### config.mk
export PLATFORM = sky130hd
export DESIGN_NAME = stereo_transient_shaper_flat
export DESIGN_NICKNAME = d
export VERILOG_FILES = /design/src/design/sts_pkg.sv /design/src/design/sts_if.sv /design/src/design/sts_mul.sv /design/src/design/sts_seq.sv /design/src/design/stereo_transient_shaper.sv /design/src/flat_wrapper.sv
export SDC_FILE = /design/constraint.sdc
export NUM_CORES = 2
export LEC_CHECK = 0
export BUFFER_PORTS_ARGS = -buffer_cell sky130_fd_sc_hd__buf_2
export CELL_PAD_IN_SITES_DETAIL_PLACEMENT = 0
export CELL_PAD_IN_SITES_GLOBAL_PLACEMENT = 1
export CORE_ASPECT_RATIO = 0.5
export CORE_MARGIN = 5
export CORE_UTILIZATION = 47
export DETAILED_ROUTE_END_ITERATION = 16
export PLACE_DENSITY = 0.81
export SYNTH_ARGS = -nofsm -noshare
export SYNTH_HDL_FRONTEND = slang
export SYNTH_SLANG_ARGS = --single-unit
### constraint.sdc
create_clock -name clk_i -period 11.4 [get_ports clk_i]
set_clock_uncertainty 0.15 [all_clocks]
set_input_delay 0.57 -clock clk_i [delete_from_list [all_inputs] [get_ports clk_i]]
set_output_delay 0.57 -clock clk_i [all_outputs]
set_load 0.01 [all_outputs]
### src/design/sts_pkg.sv
// Shared types and constants for the stereo transient shaper.
// No dependencies; imported by sts_seq, the top level and the bench.
package sts_pkg;

  localparam int TILT_FRAC   = 23;  // tilt coefficient is signed over 2^23
  localparam int TILT_COEF_W = 24;
  localparam int TILT_POLE_W = 26;  // 2^23 +/- coef needs two more bits
  localparam int REG_IDX_W   = 3;

  // envelope reset values over 2^24, rescaled at the top level; tilt coefficient over 2^23
  localparam logic [23:0] RST_ATTACK_FAST   = 24'd530542;
  localparam logic [23:0] RST_ATTACK_SLOW   = 24'd530542;
  localparam logic [23:0] RST_ATTACK_HOLD   = 24'd16770537;
  localparam logic [23:0] RST_RELEASE_ATT   = 24'd667917;
  localparam logic [23:0] RST_RELEASE_FAST  = 24'd16776685;
  localparam logic [23:0] RST_RELEASE_SLOW  = 24'd16776685;
  localparam logic [23:0] RST_TILT_COEF     = 24'd8237613;

  typedef enum logic [REG_IDX_W-1:0] {
    REG_ATTACK_FAST         = 3'd0,
    REG_ATTACK_SLOW         = 3'd1,
    REG_ATTACK_HOLD_RELEASE = 3'd2,
    REG_RELEASE_ATTACK      = 3'd3,
    REG_RELEASE_FAST        = 3'd4,
    REG_RELEASE_SLOW        = 3'd5,
    REG_TILT_COEF           = 3'd6,
    REG_TILT_HIGH_MODE      = 3'd7
  } sts_reg_e;

  typedef enum logic [3:0] {
    ST_IDLE,
    ST_TL_FB,
    ST_TL_IN,
    ST_TR_FB,
    ST_TR_IN,
    ST_ENV0,
    ST_ENV1,
    ST_ENV2,
    ST_ENV3,
    ST_ENV_LAST,
    ST_GAIN,
    ST_OUT_L,
    ST_OUT_R,
    ST_RND_R,
    ST_DONE
  } step_e;

  typedef struct packed {
    logic in_valid;
    logic out_stall;
  } sts_stat_t;

  typedef struct packed {
    step_e step;
    logic  in_ready;
    logic  finish;
  } sts_ctrl_t;

endpackage

### src/design/sts_if.sv
// Stream channels of the transient shaper: input pair and result pair.
// Standalone; width follows the sample width of the block.
interface sts_in_if #(parameter int W = 24);
  logic         valid;
  logic         ready;
  logic [W-1:0] left_sample;
  logic [W-1:0] right_sample;

  modport source (output valid, output left_sample, output right_sample, input ready);
  modport sink   (input valid, input left_sample, input right_sample, output ready);
endinterface

interface sts_out_if #(parameter int W = 24);
  logic         valid;
  logic         ready;
  logic [W-1:0] left_result;
  logic [W-1:0] right_result;

  modport source (output valid, output left_result, output right_result, input ready);
  modport sink   (input valid, input left_result, input right_result, output ready);
endinterface

### src/design/sts_mul.sv
// Shared signed multiplier with registered product.
// Depends on nothing; used by the top level for every product.
module sts_mul #(
  parameter int W = 29
) (
  input  logic                  clk_i,
  input  logic signed [W-1:0]   a_i,
  input  logic signed [W-1:0]   b_i,
  output logic signed [2*W-1:0] p_o
);

  logic signed [2*W-1:0] p_q;

  always_ff @(posedge clk_i) begin
    p_q <= (2*W)'(a_i) * (2*W)'(b_i);
  end

  assign p_o = p_q;

endmodule

### src/design/sts_seq.sv
// Step sequencer: walks one sample pair through the shared multiplier.
// Depends on sts_pkg (step_e, sts_stat_t, sts_ctrl_t).
module sts_seq
  import sts_pkg::*;
(
  input  logic      clk_i,
  input  logic      rst_ni,
  input  sts_stat_t stat_i,
  output sts_ctrl_t ctrl_o
);

  step_e state_q, state_d;

  always_ff @(posedge clk_i or negedge rst_ni) begin
    if (!rst_ni) begin
      state_q <= ST_IDLE;
    end else begin
      state_q <= state_d;
    end
  end

  always_comb begin
    state_d         = state_q;
    ctrl_o.step     = state_q;
    ctrl_o.in_ready = 1'b0;
    ctrl_o.finish   = 1'b0;
    case (state_q)
      ST_IDLE: begin
        ctrl_o.in_ready = 1'b1;
        if (stat_i.in_valid) state_d = ST_TL_FB;
      end
      ST_TL_FB:    state_d = ST_TL_IN;
      ST_TL_IN:    state_d = ST_TR_FB;
      ST_TR_FB:    state_d = ST_TR_IN;
      ST_TR_IN:    state_d = ST_ENV0;
      ST_ENV0:     state_d = ST_ENV1;
      ST_ENV1:     state_d = ST_ENV2;
      ST_ENV2:     state_d = ST_ENV3;
      ST_ENV3:     state_d = ST_ENV_LAST;
      ST_ENV_LAST: state_d = ST_GAIN;
      ST_GAIN:     state_d = ST_OUT_L;
      ST_OUT_L:    state_d = ST_OUT_R;
      ST_OUT_R:    state_d = ST_RND_R;
      ST_RND_R:    state_d = ST_DONE;
      ST_DONE: begin
        // hold the last step until the result register is free
        if (!stat_i.out_stall) begin
          ctrl_o.finish = 1'b1;
          state_d       = ST_IDLE;
        end
      end
      default:     state_d = ST_IDLE;
    endcase
  end

endmodule

### src/design/stereo_transient_shaper.sv
// Stereo transient shaper top level: registers, datapath and result register.
// Depends on sts_pkg, sts_if (channels), sts_mul and sts_seq.
//
//  channel   dir  handshake        beat contents
//  in_i      in   valid / ready    left_sample, right_sample
//  out_o     out  valid / ready    left_result, right_result
//  cfg       in   cfg_we_i only    cfg_index_i, cfg_data_i
//
// A pair is accepted in the idle step and then walks through 14 steps of the shared
// multiplier (ten products, each registered, then folded into state).
// Reset clears the tilt states and envelopes and loads coefficient defaults.
// The last step waits while a previous result is still held in the output
// register; a new input beat is taken only in the idle step.
module stereo_transient_shaper
  import sts_pkg::*;
#(
  parameter int SAMPLE_BITS    = 24,
  parameter int COEF_FRAC_BITS = 24,
  localparam int CfgW = (COEF_FRAC_BITS > TILT_COEF_W) ? COEF_FRAC_BITS : TILT_COEF_W
) (
  input  logic                 clk_i,
  input  logic                 rst_ni,
  sts_in_if.sink               in_i,
  sts_out_if.source            out_o,
  input  logic                 cfg_we_i,
  input  logic [REG_IDX_W-1:0] cfg_index_i,
  input  logic [CfgW-1:0]      cfg_data_i
);

  localparam int SB  = SAMPLE_BITS;
  localparam int CF  = COEF_FRAC_BITS;
  localparam int TB  = SB + 4;          // tilt state
  localparam int EB  = SB + 2;          // envelope
  localparam int GB  = SB + 4;          // gain
  localparam int XB  = TB + 1;          // filtered plus dry
  localparam int MW0 = (XB > CF + 1) ? XB : CF + 1;
  localparam int MW  = (MW0 > TILT_POLE_W) ? MW0 : TILT_POLE_W;
  localparam int PW  = 2 * MW;
  localparam int AW  = PW + 1;
  localparam int TSW = AW - TILT_FRAC;
  localparam int OSW = AW - SB + 1;
  localparam int SHL = (CF >= 24) ? CF - 24 : 0;
  localparam int SHR = (CF >= 24) ? 0 : 24 - CF;

  localparam logic signed [TILT_POLE_W-1:0] TILT_ONE = TILT_POLE_W'(64'sd1 <<< TILT_FRAC);
  localparam logic signed [AW-1:0]  RND_TILT = AW'(64'sd1 <<< (TILT_FRAC - 1));
  localparam logic signed [AW-1:0]  RND_OUT  = AW'(64'sd1 <<< (SB - 2));
  localparam logic signed [TSW-1:0] T_MAX = TSW'((64'sd1 <<< (TB - 1)) - 64'sd1);
  localparam logic signed [TSW-1:0] T_MIN = TSW'(-(64'sd1 <<< (TB - 1)));
  localparam logic signed [OSW:0]   O_MAX = (OSW + 1)'((64'sd1 <<< (SB - 1)) - 64'sd1);
  localparam logic signed [OSW:0]   O_MIN = (OSW + 1)'(-(64'sd1 <<< (SB - 1)));

  function automatic logic [CF-1:0] scale_rst(input logic [23:0] v);
    logic [63:0] w;
    w = (64'(v) << SHL) >> SHR;
    return w[CF-1:0];
  endfunction

  // configuration
  logic [CF-1:0]          att_fast_q, att_slow_q, att_hold_q;
  logic [CF-1:0]          rel_att_q, rel_fast_q, rel_slow_q;
  logic signed [TILT_COEF_W-1:0] tilt_coef_q;
  logic                   tilt_hi_q;

  // state
  logic signed [TB-1:0]   fbl_q, fbr_q;
  logic [EB-1:0]          env_q [4];
  logic                   out_valid_q;

  // working registers
  logic signed [SB-1:0]   a_q, b_q;
  logic [EB-1:0]          lvl_q;
  logic signed [AW-1:0]   acc_q;
  logic signed [XB-1:0]   e_q, f_q;
  logic signed [GB-1:0]   g_q;
  logic                   up_q;
  logic [1:0]             envk_q;
  logic [EB-1:0]          env_old_q;
  logic signed [SB-1:0]   yl_q, left_q, right_q;

  sts_stat_t stat;
  sts_ctrl_t ctrl;

  logic signed [MW-1:0]   op_a, op_b;
  logic signed [PW-1:0]   p;
  logic signed [AW-1:0]   p_ext;

  sts_mul #(.W(MW)) u_mul (
    .clk_i (clk_i),
    .a_i   (op_a),
    .b_i   (op_b),
    .p_o   (p)
  );

  assign stat.in_valid  = in_i.valid;
  assign stat.out_stall = out_valid_q & ~out_o.ready;

  sts_seq u_seq (
    .clk_i  (clk_i),
    .rst_ni (rst_ni),
    .stat_i (stat),
    .ctrl_o (ctrl)
  );

  assign in_i.ready         = ctrl.in_ready;
  assign out_o.valid        = out_valid_q;
  assign out_o.left_result  = left_q;
  assign out_o.right_result = right_q;

  logic accept;
  assign accept = in_i.valid & ctrl.in_ready;

  // tilt pole coefficients
  logic signed [TILT_POLE_W-1:0] fi, fo;
  assign fi = TILT_POLE_W'(tilt_coef_q);
  assign fo = tilt_hi_q ? (TILT_ONE + fi) : (TILT_ONE - fi);

  // level |left + right|
  logic signed [SB:0] pair_sum;
  logic [SB:0]        pair_abs;
  assign pair_sum = (SB + 1)'(a_q) + (SB + 1)'(b_q);
  assign pair_abs = pair_sum[SB] ? (SB + 1)'(-pair_sum) : pair_sum;

  // envelope issue side
  logic [1:0]    env_ia;
  logic [EB-1:0] env_rd, env_diff;
  logic [CF-1:0] att_sel, dec_sel;
  logic          env_up;

  always_comb begin
    case (ctrl.step)
      ST_ENV1: env_ia = 2'd1;
      ST_ENV2: env_ia = 2'd2;
      ST_ENV3: env_ia = 2'd3;
      default: env_ia = 2'd0;
    endcase
  end

  always_comb begin
    case (env_ia)
      2'd0:    begin att_sel = att_fast_q; dec_sel = att_hold_q; end
      2'd1:    begin att_sel = att_slow_q; dec_sel = att_hold_q; end
      2'd2:    begin att_sel = rel_att_q;  dec_sel = rel_fast_q; end
      default: begin att_sel = rel_att_q;  dec_sel = rel_slow_q; end
    endcase
  end

  assign env_rd   = env_q[env_ia];
  assign env_up   = lvl_q > env_rd;
  assign env_diff = lvl_q - env_rd;

  // multiplier operands
  always_comb begin
    op_a = '0;
    op_b = '0;
    case (ctrl.step)
      ST_TL_FB: begin op_a = MW'(fo); op_b = MW'(fbl_q); end
      ST_TL_IN: begin op_a = MW'(fi); op_b = MW'(a_q);   end
      ST_TR_FB: begin op_a = MW'(fo); op_b = MW'(fbr_q); end
      ST_TR_IN: begin op_a = MW'(fi); op_b = MW'(b_q);   end
      ST_ENV0, ST_ENV1, ST_ENV2, ST_ENV3: begin
        op_a = env_up ? signed'(MW'(att_sel))  : signed'(MW'(dec_sel));
        op_b = env_up ? signed'(MW'(env_diff)) : signed'(MW'(env_rd));
      end
      ST_OUT_L: begin op_a = MW'(e_q); op_b = MW'(g_q); end
      ST_OUT_R: begin op_a = MW'(f_q); op_b = MW'(g_q); end
      default: begin op_a = '0; op_b = '0; end
    endcase
  end

  assign p_ext = AW'(p);

  // tilt update: floor shift then saturate to the state width
  logic signed [AW-1:0]  tilt_sum;
  logic signed [TSW-1:0] tilt_sh;
  logic signed [TB-1:0]  tilt_new;
  assign tilt_sum = acc_q + p_ext;
  assign tilt_sh  = tilt_sum[AW-1:TILT_FRAC];
  always_comb begin
    if (tilt_sh > T_MAX)      tilt_new = TB'(T_MAX);
    else if (tilt_sh < T_MIN) tilt_new = TB'(T_MIN);
    else                      tilt_new = tilt_sh[TB-1:0];
  end

  // envelope consume side
  logic [EB-1:0] env_step, env_new;
  assign env_step = p[CF +: EB];
  assign env_new  = up_q ? (env_old_q + env_step) : env_step;

  // output: input plus rounded product, saturated
  logic signed [SB-1:0]  out_src;
  logic signed [OSW:0]   out_sum;
  logic signed [SB-1:0]  out_sat;
  assign out_src = (ctrl.step == ST_RND_R) ? a_q : b_q;
  assign out_sum = (OSW + 1)'(out_src) + (OSW + 1)'(signed'(acc_q[AW-1:SB-1]));
  always_comb begin
    if (out_sum > O_MAX)      out_sat = SB'(O_MAX);
    else if (out_sum < O_MIN) out_sat = SB'(O_MIN);
    else                      out_sat = out_sum[SB-1:0];
  end

  // registers, configuration and filter/envelope state
  always_ff @(posedge clk_i or negedge rst_ni) begin
    if (!rst_ni) begin
      att_fast_q  <= scale_rst(RST_ATTACK_FAST);
      att_slow_q  <= scale_rst(RST_ATTACK_SLOW);
      att_hold_q  <= scale_rst(RST_ATTACK_HOLD);
      rel_att_q   <= scale_rst(RST_RELEASE_ATT);
      rel_fast_q  <= scale_rst(RST_RELEASE_FAST);
      rel_slow_q  <= scale_rst(RST_RELEASE_SLOW);
      tilt_coef_q <= RST_TILT_COEF;
      tilt_hi_q   <= 1'b0;
      fbl_q       <= '0;
      fbr_q       <= '0;
      for (int k = 0; k < 4; k++) env_q[k] <= '0;
      out_valid_q <= 1'b0;
    end else begin
      if (cfg_we_i) begin
        case (cfg_index_i)
          REG_ATTACK_FAST:         att_fast_q  <= cfg_data_i[CF-1:0];
          REG_ATTACK_SLOW:         att_slow_q  <= cfg_data_i[CF-1:0];
          REG_ATTACK_HOLD_RELEASE: att_hold_q  <= cfg_data_i[CF-1:0];
          REG_RELEASE_ATTACK:      rel_att_q   <= cfg_data_i[CF-1:0];
          REG_RELEASE_FAST:        rel_fast_q  <= cfg_data_i[CF-1:0];
          REG_RELEASE_SLOW:        rel_slow_q  <= cfg_data_i[CF-1:0];
          REG_TILT_COEF:           tilt_coef_q <= cfg_data_i[TILT_COEF_W-1:0];
          REG_TILT_HIGH_MODE:      tilt_hi_q   <= cfg_data_i[0];
          default: ;
        endcase
      end
      case (ctrl.step)
        ST_TR_FB: fbl_q <= tilt_new;
        ST_ENV0:  fbr_q <= tilt_new;
        ST_ENV1, ST_ENV2, ST_ENV3, ST_ENV_LAST: env_q[envk_q] <= env_new;
        default: ;
      endcase
      if (ctrl.finish)       out_valid_q <= 1'b1;
      else if (out_o.ready)  out_valid_q <= 1'b0;
    end
  end

  // datapath working registers
  always_ff @(posedge clk_i) begin
    if (accept) begin
      a_q <= signed'(in_i.left_sample);
      b_q <= signed'(in_i.right_sample);
    end
    case (ctrl.step)
      ST_TL_FB: lvl_q <= EB'(pair_abs);
      ST_TL_IN: acc_q <= p_ext + RND_TILT;
      ST_TR_IN: begin
        acc_q <= p_ext + RND_TILT;
        e_q   <= XB'(fbl_q) + (tilt_hi_q ? XB'(a_q) : XB'(0));
      end
      ST_GAIN: g_q <= GB'(env_q[0]) - GB'(env_q[1]) + GB'(env_q[2]) - GB'(env_q[3]);
      ST_OUT_R: acc_q <= p_ext + RND_OUT;
      ST_RND_R: begin
        yl_q  <= out_sat;
        acc_q <= p_ext + RND_OUT;
      end
      default: ;
    endcase
    if (ctrl.step == ST_ENV1) f_q <= XB'(fbr_q) + (tilt_hi_q ? XB'(b_q) : XB'(0));
    if (ctrl.step == ST_ENV0 || ctrl.step == ST_ENV1 || ctrl.step == ST_ENV2 ||
        ctrl.step == ST_ENV3) begin
      up_q      <= env_up;
      envk_q    <= env_ia;
      env_old_q <= env_rd;
    end
    if (ctrl.finish) begin
      left_q  <= yl_q;
      right_q <= out_sat;
    end
  end

endmodule

### src/flat_wrapper.sv
// flat-port wrapper written by rule: the top's interface ports become plain ports
module stereo_transient_shaper_flat import sts_pkg::*;
#(
  parameter int SAMPLE_BITS    = 24,
  parameter int COEF_FRAC_BITS = 24,
  localparam int CfgW = (COEF_FRAC_BITS > TILT_COEF_W) ? COEF_FRAC_BITS : TILT_COEF_W
)
  (clk_i, rst_ni, cfg_we_i, cfg_index_i, cfg_data_i, in_i_valid, in_i_left_sample, in_i_right_sample, in_i_ready, out_o_valid, out_o_left_result, out_o_right_result, out_o_ready);
  sts_in_if #(.W(24)) in_i_i ();
  sts_out_if #(.W(24)) out_o_i ();
  input  logic clk_i;
  input  logic rst_ni;
  input  logic cfg_we_i;
  input  logic [REG_IDX_W-1:0] cfg_index_i;
  input  logic [CfgW-1:0] cfg_data_i;
  input wire logic [$bits(in_i_i.valid)-1:0] in_i_valid;
  input wire logic [$bits(in_i_i.left_sample)-1:0] in_i_left_sample;
  input wire logic [$bits(in_i_i.right_sample)-1:0] in_i_right_sample;
  output wire logic [$bits(in_i_i.ready)-1:0] in_i_ready;
  output wire logic [$bits(out_o_i.valid)-1:0] out_o_valid;
  output wire logic [$bits(out_o_i.left_result)-1:0] out_o_left_result;
  output wire logic [$bits(out_o_i.right_result)-1:0] out_o_right_result;
  input wire logic [$bits(out_o_i.ready)-1:0] out_o_ready;
  assign in_i_i.valid = in_i_valid;
  assign in_i_i.left_sample = in_i_left_sample;
  assign in_i_i.right_sample = in_i_right_sample;
  assign in_i_ready = in_i_i.ready;
  assign out_o_valid = out_o_i.valid;
  assign out_o_left_result = out_o_i.left_result;
  assign out_o_right_result = out_o_i.right_result;
  assign out_o_i.ready = out_o_ready;
  stereo_transient_shaper #(.SAMPLE_BITS(SAMPLE_BITS), .COEF_FRAC_BITS(COEF_FRAC_BITS)) u_core (.clk_i(clk_i), .rst_ni(rst_ni), .in_i(in_i_i), .out_o(out_o_i), .cfg_we_i(cfg_we_i), .cfg_index_i(cfg_index_i), .cfg_data_i(cfg_data_i));
endmodule
=== Word level (Yosys, flattened, before mapping) ===
Cells that the tools add are included.

* Multiplexer cells: 31
* Multipliers: 1
* Bitwise gates (word level): 5
* Equality and inequality tests: 25
* Reductions and logical operators: 24
* Order comparisons: 8
* Add/subtract/negate cells: 14

{| class="wikitable"
|+ Operator list
! cell !! number
|-
| 29-bit one-hot mux with 6 select lines || 1
|-
| 26-bit 2-to-1 mux || 6
|-
| 29-bit one-hot mux with 5 select lines || 1
|-
| 24-bit 2-to-1 mux || 5
|-
| 104-bit bitwise mux || 1
|-
| 24-bit one-hot mux with 2 select lines || 2
|-
| 4-bit one-hot mux with 15 select lines || 1
|-
| 58-bit by 24-bit adder with 59-bit output, second input constant || 1
|-
| 59-bit by 58-bit adder with 59-bit output || 1
|-
| 28-bit by 29-bit adder with 29-bit output || 2
|-
| 29-bit by 29-bit multiplier with 58-bit output || 1
|-
| 29-bit 2-to-1 mux || 2
|-
| 28-bit 2-to-1 mux || 2
|-
| 26-bit binary-select mux with 2-bit select || 1
|-
| 26-bit demux with 2-bit select || 1
|-
| 24-bit by 36-bit adder with 37-bit output || 1
|-
| 37-bit by 24-bit > comparator with 1-bit output, second input constant || 1
|-
| 37-bit by 24-bit < comparator with 1-bit output, second input constant || 1
|-
| 36-bit by 28-bit > comparator with 1-bit output, second input constant || 1
|-
| 36-bit by 28-bit < comparator with 1-bit output, second input constant || 1
|-
| 28-bit by 26-bit adder with 28-bit output || 1
|-
| 4-bit == test, second input constant || 7
|-
| 28-bit by 26-bit subtractor with 28-bit output || 1
|-
| 26-bit by 26-bit subtractor with 27-bit output || 1
|-
| 33 further kinds || 65
|}

* Output and inout port bits: 50
* Bits in registers: 711
* Input port bits: 80

=== Longest topological paths before layout ===
* Depth in word-level cells: 10
* Depth in mapped cells: 55
* Gate-level depth less buffers: 48

=== By module ===
Synthesis repeated with hierarchy kept, for this count alone.

* Cell total of the unflattened synthesis: 7603
* Area, all modules: 73434.2 µm²

{| class="wikitable"
|+ By module, submodules not included
! module !! area each (µm²) !! seq. area each (µm²) !! cells an instance !! instances
|-
| stereo_transient_shaper || 40920.5 || 17959.7 || 4150 || 1
|-
| sts_mul || 32267.2 || 1161.1 || 3431 || 1
|-
| sts_seq || 246.5 || 100.1 || 22 || 1
|}

=== Worst setup path before layout ===
OpenSTA, ideal clock, no wires.

* Path kind: register to register
* From: register u_core.u_seq.state_q[0]
* To: register u_core.u_mul.p_q[52] (netlist: u_core.u_mul.p_o[52])
* Data required time: 11.135 ns
* Slack: -1.284 ns
* Data arrival time: 12.419 ns
* Path buffers: 6
* Cell stages (with the launch flop): 53
* Period minus slack after synthesis: 12.684 ns
* Cell sequence: dfrtp_1 -> clkbuf_1 -> nand2b_1 -> clkbuf_1 -> nor2_1 -> clkbuf_1 -> clkbuf_1 -> nor2_1 -> a211oi_1 -> a21oi_1 -> ha_1 -> fa_1 -> nor2b_1 -> o21a_1 -> o21ai_1 -> a211oi_1 -> a211oi_2 -> o41ai_4 -> (+17 left out) -> inv_1 -> fa_1 -> inv_1 -> fa_1 -> fa_1 -> inv_1 -> ha_1 -> a21o_1 -> a21o_1 -> a21o_1 -> a21o_1 -> a21oi_1 -> o311ai_0 -> a21oi_1 -> nor2b_1 -> o21a_1 -> or3_1 -> and2_1

* Word-level cells in the longest chain between the ends: 10

{| class="wikitable"
|+ RTL lines
! element !! RTL line !! text
|-
| start, declared || sts_seq.sv:12 || <nowiki>step_e state_q, state_d;</nowiki>
|-
| start signal, assigned || sts_seq.sv:18 || <nowiki>state_q <= state_d;</nowiki>
|-
| 4-bit == test / 4-bit by 3-bit == test with 1-bit output (equally long branches) || stereo_transient_shaper.sv:131 || <nowiki>case (ctrl.step)</nowiki>
|-
| 2-bit one-hot mux with 3 select lines (*) || stereo_transient_shaper.sv:131 ||
|-
| 2-bit inverter with 3-bit output (implied by the code) (*) || stereo_transient_shaper.sv:148 || <nowiki>assign env_rd = env_q[env_ia];</nowiki>
|-
| 26-bit binary-select mux with 2-bit select (*) || stereo_transient_shaper.sv:148 ||
|-
| 26-bit 2-to-1 mux (implied by the code) (*) (2 in a row) || stereo_transient_shaper.sv:148 ||
|-
| via u_core.env_rd[0] || stereo_transient_shaper.sv:126 || <nowiki>logic [EB-1:0] env_rd, env_diff;</nowiki>
|-
| 25-bit by 26-bit subtractor with 26-bit output / 25-bit by 26-bit > comparator with 1-bit output (equally long branches) || stereo_transient_shaper.sv:150, stereo_transient_shaper.sv:149 ||
|-
| 26-bit 2-to-1 mux / 24-bit 2-to-1 mux (equally long branches) || stereo_transient_shaper.sv:163, stereo_transient_shaper.sv:162 ||
|-
| 29-bit one-hot mux with 6 select lines / 29-bit one-hot mux with 5 select lines (equally long branches) || stereo_transient_shaper.sv:156 || <nowiki>case (ctrl.step)</nowiki>
|-
| 29-bit by 29-bit multiplier with 58-bit output (*) || sts_mul.sv:15 || <nowiki>p_q <= (2*W)'(a_i) * (2*W)'(b_i);</nowiki>
|-
| end signal, assigned || sts_mul.sv:15 ||
|-
| end, declared || sts_mul.sv:12 || <nowiki>logic signed [2*W-1:0] p_q;</nowiki>
|}

Mark *: on every way through the listed nets, which the timed path passes. The rest lies on a longest branch. The select of a mux whose other input is x is not followed.
A chain may end at the register's enable or synchronous reset.

=== Worst setup path after layout ===
* From: register u_core.u_seq.state_q[3]
* To: register u_core.u_mul.p_q[56] (netlist: u_core.u_mul.p_o[56])

Same word-level chain as after synthesis.

==> impl_metrics.env <==
export IMPL_cts_htree_levels=3
export IMPL_viasPerCell=5.695
export IMPL_clock_path_buffers=3
export IMPL_drtAntennaViolNets=0
export IMPL_setup_viol=33
export IMPL_syn_inst=7603
export IMPL_layout_nets=9924
export IMPL_yosysSeqAreaShare_pct=26.15
export IMPL_critPathMaxFanout=8
export IMPL_async_flop_share_pct=46.98
export IMPL_critical_path_endpoint_type="flip-flop"
export IMPL_drive_gt1_share_pct=22.20
export IMPL_dpl_cell_area_um2=82590
export IMPL_wire_per_inst_um=24.99
export IMPL_crit_path_top_delay_cell="fa_2"
export IMPL_path_class="flip-flop to flip-flop"
export IMPL_cpMostUsedCell="fa_1"
export IMPL_dpl_hpwl_um=211800
export IMPL_drv_cap=0
export IMPL_portBuffers=129
export IMPL_dieArea_um2=164900
export IMPL_syn_cell_area_um2=73510
export IMPL_hold_viol_final=0
export IMPL_worst_slack_ns=-0.7589
export IMPL_antenna_found_initial=16
export IMPL_cts_sinks=711
export IMPL_vias=60400
export IMPL_critPathLaunchType="flip-flop"
export IMPL_synth_avg_cell_area_um2=9.669
export IMPL_clk_pin_slew_ns=0.08
export IMPL_worstSkewPairLatency_ns=0.72
export IMPL_fmax_mhz=82.24
export IMPL_finalMaxSlewViolations=0
export IMPL_period_needed_ns=12.16
export IMPL_grt_pass1_wl_um=390600
export IMPL_slew_headroom_pct=16.80
export IMPL_layout_cells_most_common="inv_1"
export IMPL_yosys_warnings=0
export IMPL_rsz0062_at_grt="true"
export IMPL_cts_tree="built"
export IMPL_grt_max_degree=96
export IMPL_synth_top_area_cell="fa_1"
export IMPL_grtUsageTotal_pct=31.93
export IMPL_hold_path_class="input port to flip-flop"
export IMPL_die_y_um=289.6
export IMPL_ys_seq_elements=711
export IMPL_yosys_area_top_type_share_pct=25.46
export IMPL_rows=102
export IMPL_first_pass_iters=6
export IMPL_cts_buffers=74
export IMPL_synth_cell_type_count=109
export IMPL_syn_nets=9066
export IMPL_post_route_period_util_pct=106.7
export IMPL_worstMarginPinSlew_ns=1.248
export IMPL_place_congestion=0.9769
export IMPL_mostFrequentLayoutCells="1,094 x inv_1, 884 x fa_1, 788 x nand2_1"
export IMPL_nFillCells=13400
export IMPL_routed_wl_um=265000
export IMPL_drc_errors=0
export IMPL_status="finished, violations left"
export IMPL_gr_total_overflow=0
export IMPL_synth_ff_type="edfxtp_1"
export IMPL_die_w_um=569.3
export IMPL_synthTopCellsByArea="fa_1 25%, edfxtp_1 13%, dfrtp_1 8.0%"
export IMPL_clockRootBuffer="clkbuf_16"
export IMPL_synth_edf_count=319
export IMPL_core_um2=155100
export IMPL_violations="negative setup slack"
export IMPL_grt_pass1_vias=61010
export IMPL_pin_count=130
export IMPL_crit_arrival_ns=12.63
export IMPL_drt_iter0_markers=5443
export IMPL_cp_data_required_time_ns=11.87
export IMPL_area_growth_pct=22.02
export IMPL_start_util_pct=47.41
export IMPL_design_area_um2=89700
export IMPL_critPathMaxStageDelay_ns=0.60
==> worst max-delay path, delay by kind of cell, from the launching register on <==
family	cells	cell delay (ns)
buf+inv	14	1.71
flops	1	0.38
compound gates	17	3.35
simple gates	8	1.29
xor+xnor	1	0.14
mux	1	0.22
fa+ha+maj	11	4.78
==> metal layers <==
metal / vias to the layer above / wire length, µm / share of wire (%) / global-route usage, %
met5: - / 76 / 0.029 / 0
met3: 589 / 27910 / 11 / 7.168
met4: 10 / 12570 / 4.7 / 12.04
met2: 2552 / 112900 / 43 / 48.72
met1: 30420 / 111500 / 42 / 44.77
li1: 26830 / - / - / -
==> cells by family after synthesis <==
logic type | Yosys count | synth area share [%]
XOR/XNOR | 338 | 4.027
buffers and inverters | 1450 | 7.666
adder cells (fa/ha/maj) | 1384 | 33.10
flip-flops | 711 | 26.15
multiplexers | 247 | 3.666
AO/OA/AOI/OAI | 1376 | 12.86
AND/OR/NAND/NOR | 2097 | 12.53
==> synth_stat cells, types with 32 or more instances <==
library cell and instances:
nor2_1 708, o21bai_1 44, clkbuf_1 173, xnor2_1 237, o21ai_0 321, ha_1 448, and3_1 44, nand3_1 91
dfrtp_1 236, nor3_1 74, xor2_1 101, nor2b_1 73, o21a_1 46, a221oi_1 39, nand2b_1 71, nand2_1 812
a21oi_1 325, o21ai_1 33, buf_2 96, mux2_2 173, and2_1 90, a21o_1 135, fa_1 935, dfstp_2 98
dfxtp_1 58, a221o_1 44, edfxtp_1 319, mux2i_1 72, inv_1 1142, a31oi_1 32, a211oi_1 44
==> area by class of cell <==
cell class / count / area [µm²] / area share [%]
Timing Repair Buffer: 1087 / 9823 / 10.95
Antenna cell: 3 / 7.507 / 0.008369
Inverter: 1145 / 4309 / 4.804
Sequential cell: 711 / 19220 / 21.43
Clock buffer: 100 / 2135 / 2.380
Multi-Input combinational cell: 5442 / 51100 / 56.96
Tap cell: 2080 / 2603 / 2.901
Clock inverter: 38 / 504.2 / 0.5621
==> path summary, 6_finish.rpt <==
kind | depth (start not counted) | to | from | slack, ns
setup / recovery | 52 | u_core.u_mul.p_o[56] | u_core.u_seq.state_q[3] | -0.76
setup reg to reg | 52 | u_core.u_mul.p_o[56] | u_core.u_seq.state_q[3] | -0.76
min in group asynchronous | 2 | u_core.env_q[50] | rst_ni | 0.32
hold reg to reg | 0 | u_core.out_o.left_result[8] | u_core.yl_q[8] | 0.25
hold / removal | 2 | u_core.tilt_coef_q[22] | cfg_data_i[22] | 0.07
max in group asynchronous | 4 | u_core.fbr_q[19] | rst_ni | 8.61
==> state kept, by name, summed over array words and instances (netlist names), 25 cells and up <==
register	count
u_core.f_q	29
u_core.acc_q	59
u_core.g_q	28
u_core.env_old_q	26
u_core.u_mul.p_o	58
u_core.fbl_q	28
u_core.e_q	29
u_core.fbr_q	28
u_core.env_q	104
u_core.lvl_q	25
==> through the flow <==
step	setup WS [ns]	std cells	setup TNS, ns	hold slack [ns]	utilization (%)
floorplan	-0.5768	7603	-2.866	0.1244	-
global placement	-0.8875	10270	-17.21	0.2515	53.27
detailed placement	-1.034	10270	-22.11	0.2545	53.27
CTS	-0.6716	10550	-9.716	0.04095	56.82
global route	-1.149	10600	-25.40	0.05844	57.84
finish	-0.7589	10610	-13.04	0.07485	57.85
==> what timing repair did <==
action,in CTS,in global routing
buffers inserted,102,65
gates resized for setup,293,223
pin swaps,112,171
endpoints found under the hold margin,143,0
hold buffers,50,0
setup endpoints to repair,40,44
gates cloned,10,9
Power is not shown: default switching activity piles up to over one toggle a cycle in this logic, so the estimate is an artifact.
